File: config.mk
export PLATFORM = sky130hd
export DESIGN_NAME = fragment_reassembly_tracker_unit
export DESIGN_NICKNAME = d
export VERILOG_FILES = /design/src/frt_pkg.sv /design/src/frt_ctrl.sv /design/src/frt_datapath.sv /design/src/fragment_reassembly_tracker_unit.sv
export SDC_FILE = /design/constraint.sdc
export NUM_CORES = 1
export LEC_CHECK = 0
export BUFFER_PORTS_ARGS = -buffer_cell sky130_fd_sc_hd__buf_2
export CORE_UTILIZATION = 36
export CTS_CLUSTER_DIAMETER = 60
export DETAILED_ROUTE_END_ITERATION = 8
export SLEW_MARGIN = 30
export SYNTH_ARGS = -nofsm -noshare
export SYNTH_HDL_FRONTEND = slang
export SYNTH_SLANG_ARGS = --single-unit
File: constraint.sdc
create_clock -name clk -period 10.29 [get_ports clk]
set_clock_uncertainty 0.05 [all_clocks]
set_input_delay 2.058 -clock clk [delete_from_list [all_inputs] [get_ports clk]]
set_output_delay 2.058 -clock clk [all_outputs]
set_load 0.1 [all_outputs]
File: src/frt_pkg.sv
// Shared types and constants for the fragment reassembly tracker.
`timescale 1ns / 1ps
`default_nettype none

package frt_pkg;

    localparam int unsigned FRT_SESSIONS     = 4;
    localparam int unsigned FRT_MAX_FRAGS    = 8;
    localparam int unsigned FRT_PAYLOAD_MAX  = 240;
    localparam int unsigned FRT_HEADER_BYTES = 4;

    localparam logic [31:0] FRT_TIMEOUT_RESET = 32'd5000;

    typedef enum logic [1:0] {
        STATUS_REJECT   = 2'd0,
        STATUS_STORED   = 2'd1,
        STATUS_COMPLETE = 2'd2,
        STATUS_SWEEP    = 2'd3
    } frt_status_t;

    typedef enum logic {
        REQ_FRAGMENT = 1'b0,
        REQ_SWEEP    = 1'b1
    } frt_req_t;

    typedef struct packed {
        logic        req_type;
        logic [31:0] now_ms;
        logic [47:0] src_mac;
        logic [15:0] frag_id;
        logic [7:0]  frag_index;
        logic [7:0]  frag_total;
        logic [7:0]  frame_len;
    } frt_in_t;

    typedef struct packed {
        logic [1:0]  status;
        logic [3:0]  slot;
        logic [7:0]  chunk_len;
        logic        evicted;
        logic [10:0] total_len;
        logic [4:0]  expired_count;
    } frt_out_t;

    // Controller to datapath commands
    typedef struct packed {
        logic        load;
        logic        scan;
        logic        commit;
        logic        sum;
        logic        result;
        frt_status_t res_kind;
    } frt_cmd_t;

    // Datapath to controller status
    typedef struct packed {
        logic bad;
        logic sweep;
        logic scan_last;
        logic full;
        logic sum_done;
    } frt_stat_t;

endpackage

`default_nettype wire

File: src/frt_ctrl.sv
// Sequencing state machine for the fragment reassembly tracker.
`timescale 1ns / 1ps
`default_nettype none

module frt_ctrl
    import frt_pkg::*;
(
    input  wire logic      clk,
    input  wire logic      rst_n,
    input  wire logic      in_valid,
    output logic           in_ready,
    output logic           out_valid,
    input  wire logic      out_ready,
    input  wire frt_stat_t stat,
    output frt_cmd_t       cmd
);

    typedef enum logic [2:0] {
        S_IDLE,
        S_SCAN,
        S_COMMIT,
        S_SUM,
        S_RESULT
    } state_t;

    state_t      state_reg, state_next;
    frt_status_t kind_reg, kind_next;
    logic        out_valid_reg, out_valid_next;

    assign in_ready  = (state_reg == S_IDLE);
    assign out_valid = out_valid_reg;

    always_comb
    begin
        state_next      = state_reg;
        kind_next       = kind_reg;
        cmd             = '0;
        cmd.res_kind    = kind_reg;
        out_valid_next  = out_valid_reg;
        if (out_valid_reg && out_ready)
        begin
            out_valid_next = 1'b0;
        end
        case (state_reg)
            S_IDLE:
            begin
                if (in_valid)
                begin
                    cmd.load   = 1'b1;
                    state_next = S_SCAN;
                end
            end
            S_SCAN:
            begin
                if (stat.bad && !stat.sweep)
                begin
                    kind_next  = STATUS_REJECT;
                    state_next = S_RESULT;
                end
                else
                begin
                    cmd.scan = 1'b1;
                    if (stat.scan_last)
                    begin
                        if (stat.sweep)
                        begin
                            kind_next  = STATUS_SWEEP;
                            state_next = S_RESULT;
                        end
                        else
                        begin
                            state_next = S_COMMIT;
                        end
                    end
                end
            end
            S_COMMIT:
            begin
                cmd.commit = 1'b1;
                if (stat.full)
                begin
                    state_next = S_SUM;
                end
                else
                begin
                    kind_next  = STATUS_STORED;
                    state_next = S_RESULT;
                end
            end
            S_SUM:
            begin
                cmd.sum = 1'b1;
                if (stat.sum_done)
                begin
                    kind_next  = STATUS_COMPLETE;
                    state_next = S_RESULT;
                end
            end
            S_RESULT:
            begin
                // hold until the output register is free
                if (!out_valid_reg || out_ready)
                begin
                    cmd.result     = 1'b1;
                    out_valid_next = 1'b1;
                    state_next     = S_IDLE;
                end
            end
            default:
            begin
                state_next = S_IDLE;
            end
        endcase
    end

    always_ff @(posedge clk or negedge rst_n)
    begin
        if (!rst_n)
        begin
            state_reg     <= S_IDLE;
            kind_reg      <= STATUS_REJECT;
            out_valid_reg <= 1'b0;
        end
        else
        begin
            state_reg     <= state_next;
            kind_reg      <= kind_next;
            out_valid_reg <= out_valid_next;
        end
    end

endmodule

`default_nettype wire

File: src/frt_datapath.sv
// Session table, fragment length memory and result register.
`timescale 1ns / 1ps
`default_nettype none

module frt_datapath
    import frt_pkg::*;
#(
    parameter int unsigned SESSIONS     = FRT_SESSIONS,
    parameter int unsigned MAX_FRAGS    = FRT_MAX_FRAGS,
    parameter int unsigned PAYLOAD_MAX  = FRT_PAYLOAD_MAX,
    parameter int unsigned HEADER_BYTES = FRT_HEADER_BYTES
)
(
    input  wire logic        clk,
    input  wire logic        rst_n,
    input  wire frt_in_t     in_data,
    input  wire logic        cfg_we,
    input  wire logic [31:0] cfg_data,
    input  wire frt_cmd_t    cmd,
    output frt_stat_t        stat,
    output frt_out_t         out_data
);

    localparam int unsigned SW    = (SESSIONS > 1) ? $clog2(SESSIONS) : 1;
    localparam int unsigned DEPTH = SESSIONS * MAX_FRAGS;
    localparam int unsigned LW    = (DEPTH > 1) ? $clog2(DEPTH) : 1;
    localparam int unsigned KW    = $clog2(MAX_FRAGS + 1);

    // session table
    logic [SESSIONS-1:0]  active_reg;
    logic [47:0]          mac_reg   [SESSIONS];
    logic [15:0]          pid_reg   [SESSIONS];
    logic [31:0]          start_reg [SESSIONS];
    logic [MAX_FRAGS-1:0] mask_reg  [SESSIONS];
    logic [7:0]           len_mem   [DEPTH];

    logic [31:0] timeout_reg;
    frt_in_t     item_reg;

    // scan results
    logic [SW-1:0]        scan_idx_reg;
    logic                 found_reg;
    logic [SW-1:0]        hit_slot_reg;
    logic [MAX_FRAGS-1:0] mask_cap_reg;
    logic                 free_found_reg;
    logic [SW-1:0]        free_slot_reg;
    logic [31:0]          min_start_reg;
    logic [SW-1:0]        min_slot_reg;
    logic [4:0]           exp_cnt_reg;

    // commit and summing
    logic [SW-1:0] slot_reg;
    logic          evict_reg;
    logic [7:0]    chunk_reg;
    logic [KW-1:0] k_reg;
    logic          pend_reg;
    logic [7:0]    rd_data_reg;
    logic [10:0]   acc_reg;
    frt_out_t      out_reg;

    logic                 cur_act;
    logic                 cur_hit;
    logic                 cur_expired;
    logic [31:0]          cur_age;
    logic [SW-1:0]        sel_slot;
    logic [MAX_FRAGS-1:0] mask_base;
    logic [MAX_FRAGS-1:0] new_mask;
    logic [MAX_FRAGS-1:0] full_pat;
    logic [7:0]           chunk_raw;
    logic [7:0]           chunk_c;
    logic [LW-1:0]        wr_addr;
    logic [LW-1:0]        rd_addr;
    logic                 k_at_total;

    always_comb
    begin
        cur_act     = active_reg[scan_idx_reg];
        cur_hit     = cur_act && (pid_reg[scan_idx_reg] == item_reg.frag_id)
                      && (mac_reg[scan_idx_reg] == item_reg.src_mac);
        cur_age     = item_reg.now_ms - start_reg[scan_idx_reg];
        cur_expired = cur_act && (cur_age > timeout_reg);

        if (found_reg)
        begin
            sel_slot = hit_slot_reg;
        end
        else if (free_found_reg)
        begin
            sel_slot = free_slot_reg;
        end
        else
        begin
            sel_slot = min_slot_reg;
        end

        mask_base = found_reg ? mask_cap_reg : '0;
        for (int j = 0; j < MAX_FRAGS; j++)
        begin
            new_mask[j] = mask_base[j] || (item_reg.frag_index == 8'(j));
            full_pat[j] = (8'(j) < item_reg.frag_total);
        end

        chunk_raw = item_reg.frame_len - 8'(HEADER_BYTES);
        chunk_c   = (chunk_raw > 8'(PAYLOAD_MAX)) ? 8'(PAYLOAD_MAX) : chunk_raw;

        wr_addr = LW'(sel_slot) * LW'(MAX_FRAGS) + LW'(item_reg.frag_index);
        rd_addr = LW'(slot_reg) * LW'(MAX_FRAGS) + LW'(k_reg);

        k_at_total = (k_reg == KW'(item_reg.frag_total));

        stat.sweep     = (item_reg.req_type == REQ_SWEEP);
        stat.bad       = (item_reg.frame_len < 8'(HEADER_BYTES))
                         || (item_reg.frag_total == 8'd0)
                         || (item_reg.frag_total > 8'(MAX_FRAGS))
                         || (item_reg.frag_index >= item_reg.frag_total);
        stat.scan_last = (scan_idx_reg == SW'(SESSIONS - 1));
        stat.full      = (new_mask == full_pat);
        stat.sum_done  = k_at_total && !pend_reg;
    end

    // control-side registers
    always_ff @(posedge clk or negedge rst_n)
    begin
        if (!rst_n)
        begin
            active_reg     <= '0;
            timeout_reg    <= FRT_TIMEOUT_RESET;
            scan_idx_reg   <= '0;
            found_reg      <= 1'b0;
            free_found_reg <= 1'b0;
            exp_cnt_reg    <= '0;
            k_reg          <= '0;
            pend_reg       <= 1'b0;
            acc_reg        <= '0;
        end
        else
        begin
            if (cfg_we)
            begin
                timeout_reg <= cfg_data;
            end
            if (cmd.load)
            begin
                scan_idx_reg   <= '0;
                found_reg      <= 1'b0;
                free_found_reg <= 1'b0;
                exp_cnt_reg    <= '0;
                k_reg          <= '0;
                pend_reg       <= 1'b0;
                acc_reg        <= '0;
            end
            if (cmd.scan)
            begin
                if (!stat.scan_last)
                begin
                    scan_idx_reg <= scan_idx_reg + SW'(1);
                end
                if (stat.sweep)
                begin
                    // drop stale sessions as the scan passes them
                    if (cur_expired)
                    begin
                        active_reg[scan_idx_reg] <= 1'b0;
                        exp_cnt_reg              <= exp_cnt_reg + 5'd1;
                    end
                end
                else
                begin
                    if (cur_hit && !found_reg)
                    begin
                        found_reg <= 1'b1;
                    end
                    if (!cur_act && !free_found_reg)
                    begin
                        free_found_reg <= 1'b1;
                    end
                end
            end
            if (cmd.commit)
            begin
                active_reg[sel_slot] <= 1'b1;
            end
            if (cmd.sum)
            begin
                if (!k_at_total)
                begin
                    k_reg    <= k_reg + KW'(1);
                    pend_reg <= 1'b1;
                end
                else
                begin
                    pend_reg <= 1'b0;
                end
                if (pend_reg)
                begin
                    acc_reg <= acc_reg + 11'(rd_data_reg);
                end
            end
            if (cmd.result && (cmd.res_kind == STATUS_COMPLETE))
            begin
                active_reg[slot_reg] <= 1'b0;
            end
        end
    end

    // payload registers and table contents
    always_ff @(posedge clk)
    begin
        if (cmd.load)
        begin
            item_reg <= in_data;
        end
        if (cmd.scan && !stat.sweep)
        begin
            if (cur_hit && !found_reg)
            begin
                hit_slot_reg <= scan_idx_reg;
                mask_cap_reg <= mask_reg[scan_idx_reg];
            end
            if (!cur_act && !free_found_reg)
            begin
                free_slot_reg <= scan_idx_reg;
            end
            // strict compare keeps the lowest slot on a tie
            if ((scan_idx_reg == '0) || (start_reg[scan_idx_reg] < min_start_reg))
            begin
                min_start_reg <= start_reg[scan_idx_reg];
                min_slot_reg  <= scan_idx_reg;
            end
        end
        if (cmd.commit)
        begin
            if (!found_reg)
            begin
                mac_reg[sel_slot]   <= item_reg.src_mac;
                pid_reg[sel_slot]   <= item_reg.frag_id;
                start_reg[sel_slot] <= item_reg.now_ms;
            end
            mask_reg[sel_slot] <= new_mask;
            slot_reg           <= sel_slot;
            evict_reg          <= !found_reg && !free_found_reg;
            chunk_reg          <= chunk_c;
        end
        if (cmd.result)
        begin
            case (cmd.res_kind)
                STATUS_STORED, STATUS_COMPLETE:
                begin
                    out_reg.status        <= cmd.res_kind;
                    out_reg.slot          <= 4'(slot_reg);
                    out_reg.chunk_len     <= chunk_reg;
                    out_reg.evicted       <= evict_reg;
                    out_reg.total_len     <= (cmd.res_kind == STATUS_COMPLETE) ? acc_reg
                                                                               : 11'd0;
                    out_reg.expired_count <= '0;
                end
                STATUS_SWEEP:
                begin
                    out_reg.status        <= cmd.res_kind;
                    out_reg.slot          <= '0;
                    out_reg.chunk_len     <= '0;
                    out_reg.evicted       <= 1'b0;
                    out_reg.total_len     <= '0;
                    out_reg.expired_count <= exp_cnt_reg;
                end
                default:
                begin
                    out_reg.status        <= cmd.res_kind;
                    out_reg.slot          <= '0;
                    out_reg.chunk_len     <= '0;
                    out_reg.evicted       <= 1'b0;
                    out_reg.total_len     <= '0;
                    out_reg.expired_count <= '0;
                end
            endcase
        end
    end

    // fragment length memory: written on commit, read one entry per cycle while summing
    always_ff @(posedge clk)
    begin
        if (cmd.commit)
        begin
            len_mem[wr_addr] <= chunk_c;
        end
        if (cmd.sum && !k_at_total)
        begin
            rd_data_reg <= len_mem[rd_addr];
        end
    end

    assign out_data = out_reg;

endmodule

`default_nettype wire

File: src/fragment_reassembly_tracker_unit.sv
// A reject skips the session scan, a sweep scans every session, a stored fragment
// is scanned and committed, and a completed packet is scanned, committed and summed
// over its fragment lengths. One item at a time: the next transaction is taken in
// the cycle after the result is registered, even while that result waits in the
// output register. The scan reads one slot and the length memory one entry per cycle.
// Asynchronous active-low reset clears all sessions and sets timeout_ms to 5000.
`timescale 1ns / 1ps
`default_nettype none

module fragment_reassembly_tracker_unit
    import frt_pkg::*;
#(
    parameter int unsigned SESSIONS     = FRT_SESSIONS,
    parameter int unsigned MAX_FRAGS    = FRT_MAX_FRAGS,
    parameter int unsigned PAYLOAD_MAX  = FRT_PAYLOAD_MAX,
    parameter int unsigned HEADER_BYTES = FRT_HEADER_BYTES
)
(
    input  wire logic        clk,
    input  wire logic        rst_n,
    input  wire logic        in_valid,
    output logic             in_ready,
    input  wire frt_in_t     in_data,
    output logic             out_valid,
    input  wire logic        out_ready,
    output frt_out_t         out_data,
    input  wire logic        cfg_valid,
    output logic             cfg_ready,
    input  wire logic [31:0] cfg_data
);

    frt_cmd_t  cmd;
    frt_stat_t stat;

    assign cfg_ready = 1'b1;

    frt_ctrl u_ctrl
    (
        .clk       (clk),
        .rst_n     (rst_n),
        .in_valid  (in_valid),
        .in_ready  (in_ready),
        .out_valid (out_valid),
        .out_ready (out_ready),
        .stat      (stat),
        .cmd       (cmd)
    );

    frt_datapath #(
        .SESSIONS     (SESSIONS),
        .MAX_FRAGS    (MAX_FRAGS),
        .PAYLOAD_MAX  (PAYLOAD_MAX),
        .HEADER_BYTES (HEADER_BYTES)
    ) u_datapath
    (
        .clk      (clk),
        .rst_n    (rst_n),
        .in_data  (in_data),
        .cfg_we   (cfg_valid && cfg_ready),
        .cfg_data (cfg_data),
        .cmd      (cmd),
        .stat     (stat),
        .out_data (out_data)
    );

endmodule

`default_nettype wire
=== After elaboration in Yosys (flattened, before gate mapping) ===
Memory sizes are Yosys's and may differ from the RTL's. A register that Yosys moved wholly into a read port is not among the register bits.
Index checks and enable logic that the tools add are counted.

* Register bits after elaboration: 268
* Bits in latches: 0
* Bits in writable memories: 672
* ROM bits: 0
* Bits of input ports: 158
* Output and inout port bits: 34
* Word-level logic and storage cells: 215
* Memories kept: 5

* Add/subtract/negate cells: 8
* $mul: 0
* Div/mod/pow operators: 0
* $lt $le $gt $ge: 20
* Equal/unequal tests: 25
* Shifts and indexed selects: 0
* Mux-type cells: 73
* Bitwise logic cells: 5
* Reductions and logical operators: 47

{| class="wikitable"
|+ Memories
! name !! depth !! width !! rd ports !! clocked after Yosys merged registers in !! write ports !! line !! source
|-
| u_datapath.len_mem || 32 || 8 || 1 || 1 || 1 || frt_datapath.sv:35 || <nowiki>logic [7:0] len_mem [DEPTH];</nowiki>
|-
| u_datapath.mac_reg || 4 || 48 || 1 || 0 || 1 || frt_datapath.sv:31 || <nowiki>logic [47:0] mac_reg [SESSIONS];</nowiki>
|-
| u_datapath.start_reg || 4 || 32 || 1 || 0 || 1 || frt_datapath.sv:33 || <nowiki>logic [31:0] start_reg [SESSIONS];</nowiki>
|-
| u_datapath.pid_reg || 4 || 16 || 1 || 0 || 1 || frt_datapath.sv:32 || <nowiki>logic [15:0] pid_reg [SESSIONS];</nowiki>
|-
| u_datapath.mask_reg || 4 || 8 || 1 || 1 || 1 || frt_datapath.sv:34 || <nowiki>logic [MAX_FRAGS-1:0] mask_reg [SESSIONS];</nowiki>
|}

{| class="wikitable"
|+ Operator list
! operator !! number
|-
| one-hot mux 27 bit (2 select lines) || 1
|-
| equality test 48 bit || 1
|-
| 2-to-1 mux 11 bit || 4
|-
| equality test 8 x 3 -> 1 bit, second input constant || 4
|-
| > comparator 32 bit || 1
|-
| < comparator 3 x 8 -> 1 bit, first input constant || 4
|-
| < comparator 32 bit || 1
|-
| 2-to-1 mux 4 bit || 8
|-
| subtractor 32 bit || 1
|-
| 2-to-1 mux 1 bit || 31
|-
| 2-to-1 mux 3 bit || 7
|-
| 2-to-1 mux 2 bit || 10
|-
| 2-to-1 mux 5 bit || 4
|-
| equality test 16 bit || 1
|-
| equality test 8 x 2 -> 1 bit, second input constant || 2
|-
| zero test 8 bit || 2
|-
| < comparator 1 x 8 -> 1 bit, first input constant || 2
|-
| < comparator 2 x 8 -> 1 bit, first input constant || 2
|-
| 2-to-1 mux 8 bit || 2
|-
| logical AND 1 bit || 15
|-
| one-hot mux 3 bit (5 select lines) || 1
|-
| logical OR 1 bit || 13
|-
| adder 11 x 8 -> 11 bit || 1
|-
| < comparator 2 x 3 -> 1 bit, second input constant || 3
|-
| 38 further kinds || 57
|}

=== Logic depth before layout (Yosys ltp) ===
Gate-level depths: netlist of the first run.

* Word-level depth: 13
* Gate-level depth with buffers: 27
* Mapped depth without buffers: 21

=== Modules after synthesis ===
A second synthesis of the first run with hierarchy kept.

* Cells, all modules: 2392
* Area total of the unflattened synthesis: 39972.1 um^2

{| class="wikitable"
|+ By module, submodules not included
! module !! times used !! cells an instance !! area each (um^2) !! sequential area each (um^2)
|-
| frt_datapath || 1 || 2347 || 39522.9 || 28168.3
|-
| frt_ctrl || 1 || 43 || 437.9 || 150.1
|-
| fragment_reassembly_tracker_unit || 1 || 2 || 11.3 || 0.0
|}

=== Worst setup path after synthesis of the first run ===
OpenSTA, ideal clock, no wires.

* Path kind: flip-flop to flip-flop
* Start point: reg u_ctrl.state_reg[2]
* End point: mem u_datapath.mac_reg[1][0], enable pin
* Setup time: 669 ps
* Arrival time: 8099 ps
* Data required time: 9571 ps
* Setup slack: 1472 ps
* Stages on the path, launching flop included: 6
* Path buffers: 2
* Clock period less this slack: 8818 ps
* Cells stage by stage: dfrtp_1 > clkbuf_1 > nor3b_1 > clkbuf_1 > nand2_1 > nor3_1

* Cells in the longest elaborated chain, start to end: 4

{| class="wikitable"
|+ Ends and longest elaborated chain
! what !! line !! source
|-
| from (decl) || frt_ctrl.sv:26 || <nowiki>state_t state_reg, state_next;</nowiki>
|-
| from (signal assigned) || frt_ctrl.sv:126 || <nowiki>state_reg <= state_next;</nowiki>
|-
| equality test 3 x 2 -> 1 bit || frt_ctrl.sv:44 || <nowiki>case (state_reg)</nowiki>
|-
| 2-to-1 mux 1 bit || frt_ctrl.sv:44 ||
|-
| 2-to-1 mux 1 bit || frt_datapath.sv:231 || <nowiki>if (cmd.commit)</nowiki>
|-
| 2-to-1 mux 1 bit (implied by the code) || frt_datapath.sv:235 || <nowiki>mac_reg[sel_slot] <= item_reg.src_mac;</nowiki>
|-
| to (decl) || frt_datapath.sv:31 ||
|}

No other way between the ends.

=== Final worst setup path of the first run ===
* Start point: reg u_datapath.scan_idx_reg[1]
* End point: reg u_datapath.active_reg[2]

* Cells in the longest elaborated chain, start to end: 13
* Elaborated cells between the ends (all ways): 20
* Those cells by class: 1 x add/sub; 3 x order compare; 9 x mux; 4 x bitwise; 2 x reduce/logical; 1 x memory

{| class="wikitable"
|+ Ends and longest elaborated chain
! what !! line !! source
|-
| from (decl) || frt_datapath.sv:41 || <nowiki>logic [SW-1:0] scan_idx_reg;</nowiki>
|-
| from (signal assigned) || frt_datapath.sv:156 || <nowiki>scan_idx_reg <= scan_idx_reg + SW'(1);</nowiki>
|-
| branches (longest 6 deep; another with memory (4 x 32 bit)) || n/a ||
|-
| 2-to-1 mux 4 bit (*) || frt_datapath.sv:161 || <nowiki>if (cur_expired)</nowiki>
|-
| 2-to-1 mux 4 bit (*) || frt_datapath.sv:158 || <nowiki>if (stat.sweep)</nowiki>
|-
| 2-to-1 mux 4 bit (*) || frt_datapath.sv:152 || <nowiki>if (cmd.scan)</nowiki>
|-
| OR 4 bit (no line) || n/a ||
|-
| 2-to-1 mux 4 bit (*) || frt_datapath.sv:179 || <nowiki>if (cmd.commit)</nowiki>
|-
| AND 4 bit (no line) || n/a ||
|-
| 2-to-1 mux 4 bit (*) || frt_datapath.sv:199 || <nowiki>if (cmd.result && (cmd.res_kind == STATUS_COMPLETE))</nowiki>
|-
| to (signal, indexed assignment) || frt_datapath.sv:163 || <nowiki>active_reg[scan_idx_reg] <= 1'b0;</nowiki>
|-
| to (signal, indexed assignment) || frt_datapath.sv:181 || <nowiki>active_reg[sel_slot] <= 1'b1;</nowiki>
|-
| to (signal, indexed assignment) || frt_datapath.sv:201 || <nowiki>active_reg[slot_reg] <= 1'b0;</nowiki>
|-
| to (decl) || frt_datapath.sv:30 || <nowiki>logic [SESSIONS-1:0] active_reg;</nowiki>
|}

Mark *: on every way between the ends. The select of a mux whose other input is x is not followed.
A chain may end at the register's enable or synchronous reset.

==> results by group, run 1 <==
Run status
  • Outcome: completed

Placement
  • Worst slack, placed: 3640 ps
  • Port bufs: 188
  • RD Place Congestion: 0.840
  • HPWL after DPL: roughly 56000 um
  • Placed insts: 3785

Timing
  • Fin crit period: between 6000 and 7000 ps
  • Period utilization: about three fifths
  • Setup TNS: 0 ps
  • Fin worst setup slack: around 4000 ps
  • Slew headroom: a little under two fifths
  • Fmax: 0.158 GHz
  • Max-slew violations: 0
  • Worst slew pin tran: approximately 940 ps
  • Endpoints failing setup: 0
  • Fin Hold WS: roughly 420 ps
  • RSZ-0062 raised after global routing: no
  • Final Hold Vio Count: 0

Clock tree
  • Clock sinks: around 950
  • Clk root buf: clkbuf_16
  • Post-cts sizing count: 0
  • CTS Buffer Depth: 3
  • # Post-CTS Setup Buffers: 0
  • TritonCTS clock tree: built
  • CTS H-tree lvls: 3
  • CTS Hold Bufs: 0
  • CTS Buf Count: about 100
  • Worst-Skew Late Latency: between 600 and 700 ps
  • CTS clock-pin slew for the worst setup and hold paths: about 60 ps

Logic synthesis
  • Post-synth EDFFs: 887
  • Yosys Warn Count: 0
  • Post-synthesis sequential area ratio: between 70 and 80%
  • Mean post-synth cell area: between 15 and 20 um2
  • Ys async rst share: between 7 and 8%
  • Mapped Cells: about 2200
  • Seq cells post-synth: between 900 and 1000
  • Post-synth top flop: edfxtp_1
  • Post-synthesis cell type count: 86
  • Mapped Area: ~0.040 mm2

Job
  • Max Cap Violations: 0

Route
  • Remaining DRCs: 0
  • Drt pass-1 iters: 5
  • First DRT Iteration DRCs: 1666
  • DRT antenna net count: 0
  • Final wirelength: roughly 86000 um
  • WL per Instance: ~22 um
  • Number of vias per cell: around 5.2
  • DR vias: roughly 21000

Worst setup path
  • Critical-path maximum fanout: 33
  • CP required: 10820 ps
  • Worst setup EP type: flip-flop
  • Reg2reg setup slack: between 3000 and 4000 ps
  • Startpoint Class: flip-flop
  • Crit path DAT: between 6000 and 7000 ps
  • Critical setup path kind: reg -> reg

Cells and area
  • Post-route insts no fill: ~4000
  • Synth-to-layout area growth: 16.0%
  • Max FFs per register: approximately 260
  • Layout cell share with drive strength beyond 1: between 20% and 30%
  • Diode count: 0
  • Final nets: between 2000 and 3000

Global routing
  • Maximum number of pins on one net before global-route repair: 87
  • Global-route wire length before repair: 131000 um
  • Vias in the first global route: between 20000 and 25000
  • Initial antenna violation count: 0
  • Congestion Overflow GR: 0
  • Gr usage total: between 15 and 20%

Die
  • Die area: roughly 0.11 mm2
  • Die boundary height: between 300 and 400 um
  • Core area: around 0.11 mm2
  • Initial Util: approximately 36%
  • # rows: between 100 and 150
  • Num ports: approximately 190
  • Die width: ~330 um

Power and ir drop
  • VDD IR max: roughly 0.14 mV
  • Pwr dens: ~250 mW/mm2
  • Static leakage: ~16 nW

Worst hold path
  • Hold Path Class: reg -> reg
-- cells in the mapped netlist (all sizes together), types with 3 or more instances --
| cell type | count | share of area, % |
|---|---|---|
| a2111oi | 6 | 0.20 |
| a211oi | 11 | 0.22 |
| a21o | 39 | 0.74 |
| a21oi | 59 | 0.75 |
| a221oi | 5 | 0.13 |
| a22o | 4 | 0.088 |
| a22oi | 3 | 0.057 |
| a31o | 6 | 0.13 |
| a31oi | 9 | 0.16 |
| a32o | 4 | 0.10 |
| and2 | 32 | 0.51 |
| and3 | 9 | 0.14 |
| and4 | 6 | 0.13 |
| buf | 33 | 0.53 |
| clkbuf | 35 | 0.33 |
| dfrtp | 62 | 3.9 |
| dfstp | 5 | 0.33 |
| edfxtp | 887 | 67 |
| ha | 124 | 3.9 |
| inv | 143 | 1.4 |
| mux2 | 11 | 0.31 |
| mux2i | 17 | 0.43 |
| mux4 | 182 | 10 |
| nand2 | 104 | 0.99 |
| nand2b | 15 | 0.26 |
| nand3 | 22 | 0.28 |
| nand4 | 24 | 0.38 |
| nor2 | 70 | 0.66 |
| nor2b | 15 | 0.24 |
| nor3 | 25 | 0.36 |
| nor3b | 3 | 0.057 |
| nor4 | 12 | 0.22 |
| o211ai | 7 | 0.13 |
| o21a | 4 | 0.076 |
| o21ai | 71 | 0.90 |
| o22ai | 6 | 0.11 |
| o31ai | 7 | 0.17 |
| or2 | 3 | 0.047 |
| or4 | 4 | 0.095 |
| xnor2 | 40 | 0.88 |
| xor2 | 53 | 1.2 |
-- path summary, 6_finish.rpt --
| kind | endpoint | startpoint | cells past startpoint |
|---|---|---|---|
| worst max-delay path | u_datapath.active_reg[2] | u_datapath.scan_idx_reg[1] | 20 |
| worst min register to register | u_datapath.acc_reg[10] | u_datapath.acc_reg[10] | 1 |
| max in group asynchronous | u_datapath.k_reg[0] | rst_n | 1 |
| worst min-delay path | u_datapath.acc_reg[10] | u_datapath.acc_reg[10] | 1 |
| min in group asynchronous | u_datapath.timeout_reg[10] | rst_n | 1 |
| worst max register to register | u_datapath.active_reg[2] | u_datapath.scan_idx_reg[1] | 20 |
-- kinds of logic (layout without fill, tap and decap cells) --
family | Yosys count | count (layout) | synth area share (%)
multiplexers | 210 | 210 | 11.1
flip-flops | 954 | 954 | 71.5
other | 2 | 3 | 0.0190
buffers and inverters | 212 | 562 | 2.23
AO/OA/AOI/OAI | 267 | 267 | 4.60
XOR/XNOR | 93 | 93 | 2.06
adder cells (fa/ha/maj) | 126 | 126 | 4.02
AND/OR/NAND/NOR | 352 | 352 | 4.51
-- area by class of cell --
cell class / instances / area, um2
multi-input combinational: 1051 / 10500
sequential: 954 / 28300
fill: 9578 / 63100
inverter: 144 / 546
clock buffer: 132 / 2770
timing repair buffer: 223 / 1250
tap: 1414 / 1770
clock inverter: 63 / 769
-- power by group --
part	switching, W	leakage, nW	internal (W)
Clock	0.00154	1.69	0.00223
Sequential	0.000256	8.88	0.00462
Combinational	0.00167	5.36	0.00108
Total	0.00346	15.9	0.00793
-- routing by layer --
metal | routed length (um) | track usage (%) | share of wire (%) | vias to the layer above
li1 | - | - | - | 9238
met1 | 39300 | 21.9 | 46 | 10600
met2 | 40000 | 24.6 | 47 | 598
met3 | 4790 | 2.61 | 5.6 | 127
met4 | 1580 | 4.21 | 1.8 | 0
met5 | 0 | 0 | 0 | -
-- critical path, stage by stage, from the launching register on --
cell,delay (ps)
dfrtp_4,770
buf_4,480
mux4_2,310
ha_1,170
inv_1,50
fa_1,400
a21o_1,210
a221oi_2,320
o21ai_1,170
a211o_1,380
a31oi_2,320
o21ai_1,170
o41a_1,360
xor2_1,150
ha_1,280
nand4_1,150
nor4_1,410
nand2_1,120
o2bb2ai_2,530
a21boi_0,190
o22a_1,190
-- cells in the final DEF (no fill, tap or decap), drive strengths merged, types with 5 or more instances in the layout --
cell type,instances
o31ai,7
a221oi,5
mux2i,17
a21o,39
nor3,25
a2111oi,6
xor2,53
dfrtp,62
nor2,70
dfstp,5
clkbuf,132
a21oi,59
a31oi,9
a31o,6
o22ai,6
mux4,182
bufinv,12
nand2b,15
nand3,22
a211oi,11
and4,6
inv,151
xnor2,40
and3,9
mux2,11
clkinv,34
buf,223
clkinvlp,10
and2,32
o21ai,71
ha,124
nand4,24
nand2,104
nor4,12
edfxtp,887
nor2b,15
o211ai,7
-- metrics by stage --
stage                     cell area [um2]  util (%)  power (W)
after floorplan                     39600         -    0.00694
after global placement              42300      38.8    0.00760
after detailed placement            42400      38.9    0.00770
after CTS                           45900      42.1     0.0115
after global routing                45900      42.2     0.0119
final                               45900      42.2     0.0114
(Power assumes the default switching activity.)
==> run 2: changes to the inputs <==
==> constraint.sdc (replaced) <==
create_clock -name clk -period 5.3 [get_ports clk]
set_clock_uncertainty 0.05 [all_clocks]
set_input_delay 1.06 -clock clk [delete_from_list [all_inputs] [get_ports clk]]
set_output_delay 1.06 -clock clk [all_outputs]
set_load 0.1 [all_outputs]
==> results by group, run 2 (same netlist as run 1, synthesis figures left out) <==
Clock tree
  • Clk root buf: clkbuf_16
  • Clock sinks: 954 (unchanged)
  • CTS Buf Count: 106 (+2.9%)
  • CTS H-tree lvls: 3 (unchanged)
  • Worst-Skew Late Latency: 690 ps (about the same)
  • CTS Buffer Depth: 3 (unchanged)
  • CTS clock-pin slew for the worst setup and hold paths: 50 ps (about the same)
  • TritonCTS clock tree: built

Power and ir drop
  • Switch Pwr: 0.00687 W (+98%)
  • P_int: 0.0159 W (+100%)
  • Reg power frac: 41.0% (-1.8 points)
  • Clk pwr share: 33.4% (+0.3 points)
  • Pwr Total: 0.0228 W (+100%)
  • Pwr dens: 489 mW/mm2 (+97%)
  • VDD IR max: 0.261 mV (+88%)
  • Static leakage: 16.2 nW (+1.7%)
  • Combinational share of power: 25.6% (+1.5 points)
  • Switch share: 30.2% (-0.22 points)

Die
  • Core area: 0.109 mm2 (unchanged)
  • Die width: 334 um (unchanged)
  • Die boundary height: 334 um (unchanged)
  • Die area: 0.111 mm2 (unchanged)
  • # rows: 121 (unchanged)
  • Num ports: 192 (unchanged)
  • Initial Util: 36.3% (unchanged)

Placement
  • RD Place Congestion: 0.811 (-3.4%)
  • Port bufs: 188 (unchanged)
  • HPWL after DPL: 56400 um (+0.59%)

Route
  • Metal-1 WL: 38900 um (-0.93%)
  • DRT antenna net count: 0 (unchanged)
  • Number of vias per cell: 5.11 (-1.1%)
  • WL per Instance: 21.7 um (+0.62%)
  • Final wirelength: 86900 um (+1.4%)
  • Drt pass-1 iters: 8 (+3)
  • Met2 routed WL: 41900 um (+4.6%)
  • DR vias: 20500 (-0.31%)
  • Met3 WL post-DR: 4530 um (-5.4%)
  • Remaining DRCs: 0 (unchanged)
  • First DRT Iteration DRCs: 1576 (-5.4%)
  • Highest metal layer with signal wires: met5

Cells and area
  • Commonest non-fill, non-tap cells in the layout: edfxtp_1 (887), buf_2 (186), mux4_2 (182)
  • Synth-to-layout area growth: 17.7%
  • Most common cell after layout, fill and taps aside: edfxtp_1
  • Max FFs per register: 256 (unchanged)
  • Layout cell share with drive strength beyond 1: 26.4% (+1.9 points)
  • Final nets: 2791 (+1.1%)

Timing
  • Fin crit period: 5200 ps (-1120 ps)
  • Final Hold Vio Count: 0 (unchanged)
  • Max-slew violations: 0 (unchanged)
  • Period utilization: 98.2% (+37 points)
  • Worst slew pin tran: 1040 ps (+107 ps)
  • Fmax: 0.192 GHz (+22%)
  • Endpoints failing setup: 0 (unchanged)
  • RSZ-0062 raised after global routing: yes
  • Fin Hold WS: 365 ps (-53.8 ps)
  • Slew headroom: 30.4% (-6.9 points)

Run status
  • Outcome: completed

Worst setup path
  • Critical-path maximum fanout: 14 (-58%)
  • CP required: 5760 ps (-5060 ps)
  • Crit path DAT: 5670 ps (-1180 ps)
  • Worst setup EP type: flip-flop
  • Startpoint Class: flip-flop
  • Reg2reg setup slack: 100 ps (-3870 ps)
  • Critical setup path kind: reg -> reg

Global routing
  • Gr usage total: 15.7% (+0.24 points)
  • Congestion Overflow GR: 0 (unchanged)
  • Initial antenna violation count: 10 (+10)
  • Vias in the first global route: 21600 (+1.0%)
  • Maximum number of pins on one net before global-route repair: 125 (+44%)
  • Global-route wire length before repair: 133000 um (+1.4%)

Worst hold path
  • Hold Path Class: in -> async

Job
  • Max Cap Violations: 0 (unchanged)
## run 2: through the flow
| step | setup slack [ps] | utilization (%) | setup TNS, ps | cell area [um2] | instances |
|---|---|---|---|---|---|
| finish | 96.8 | 42.8 | 0 | 46600 | 4013 |
| global route | -104 | 42.8 | -295 | 46600 | 4012 |
| CTS | 0.0497 | 42.5 | 0 | 46400 | 4002 |
| detailed placement | -130 | 39.1 | -172 | 42700 | 3799 |
| global placement | 4.94 | 39.1 | 0 | 42600 | 3798 |
| floorplan | -592 | - | -227450 | 39800 | 2217 |
## run 2: metal layers
layer	GRT usage (%)	vias up
met1	21.5	10500
met4	3.56	6
met2	25.8	488
met3	3.02	129
li1	-	9325
met5	0	-
## run 2: cell type report
| cell class | count | area, um2 |
|---|---|---|
| Fill cell | 9531 | 62400 |
| Sequential cell | 954 | 28300 |
| Clock buffer | 128 | 2780 |
| Tap cell | 1414 | 1770 |
| Multi-Input combinational cell | 1051 | 10800 |
| Inverter | 144 | 544 |
| Timing Repair Buffer | 250 | 1550 |
| Antenna cell | 1 | 2.50 |
| Clock inverter | 71 | 891 |
## run 2: power by group through the flow
stage                     Sequential, W  Combinational, W  Clock (W)
after floorplan                 0.00980           0.00380          0
after global placement          0.00952           0.00546          0
after detailed placement        0.00955           0.00561          0
final                           0.00934           0.00582    0.00761
after global routing            0.00939           0.00642    0.00807
after CTS                       0.00936           0.00571    0.00780
## run 2: worst paths after layout
check / depth (start not counted) / startpoint / endpoint
max: 22 / u_datapath.scan_idx_reg[0] / u_datapath.exp_cnt_reg[3]
min: 1 / rst_n / u_datapath.timeout_reg[22]
max reg2reg: 22 / u_datapath.scan_idx_reg[0] / u_datapath.exp_cnt_reg[3]
min reg2reg: 1 / u_datapath.exp_cnt_reg[4] / u_datapath.exp_cnt_reg[4]
max in group asynchronous: 1 / rst_n / u_datapath.k_reg[0]
min in group clk: 1 / u_datapath.exp_cnt_reg[4] / u_datapath.exp_cnt_reg[4]
## run 2: critical path, cell delays in order, from the launching register on
cell       delay [ps]
dfrtp_4           480
buf_12            160
buf_4             140
mux4_2            450
inv_1             120
ha_4              230
and3_4            180
a221oi_4          270
o21ai_2           120
a211o_4           370
a31oi_4           210
o21ai_2           100
o41a_1            380
xor2_1            160
ha_2              320
nand4_1           170
nor4_4            270
buf_4             170
nand2_2            60
o2bb2ai_4         250
buf_12            160
a31o_2            150
a21oi_1            60
## run 2: timing repair
action,in CTS,in global routing
hold buffers,0,0
setup endpoints to repair,6,19
gates cloned,0,1
setup buffers,4,9
gates resized for setup,0,20
pin swaps,0,2
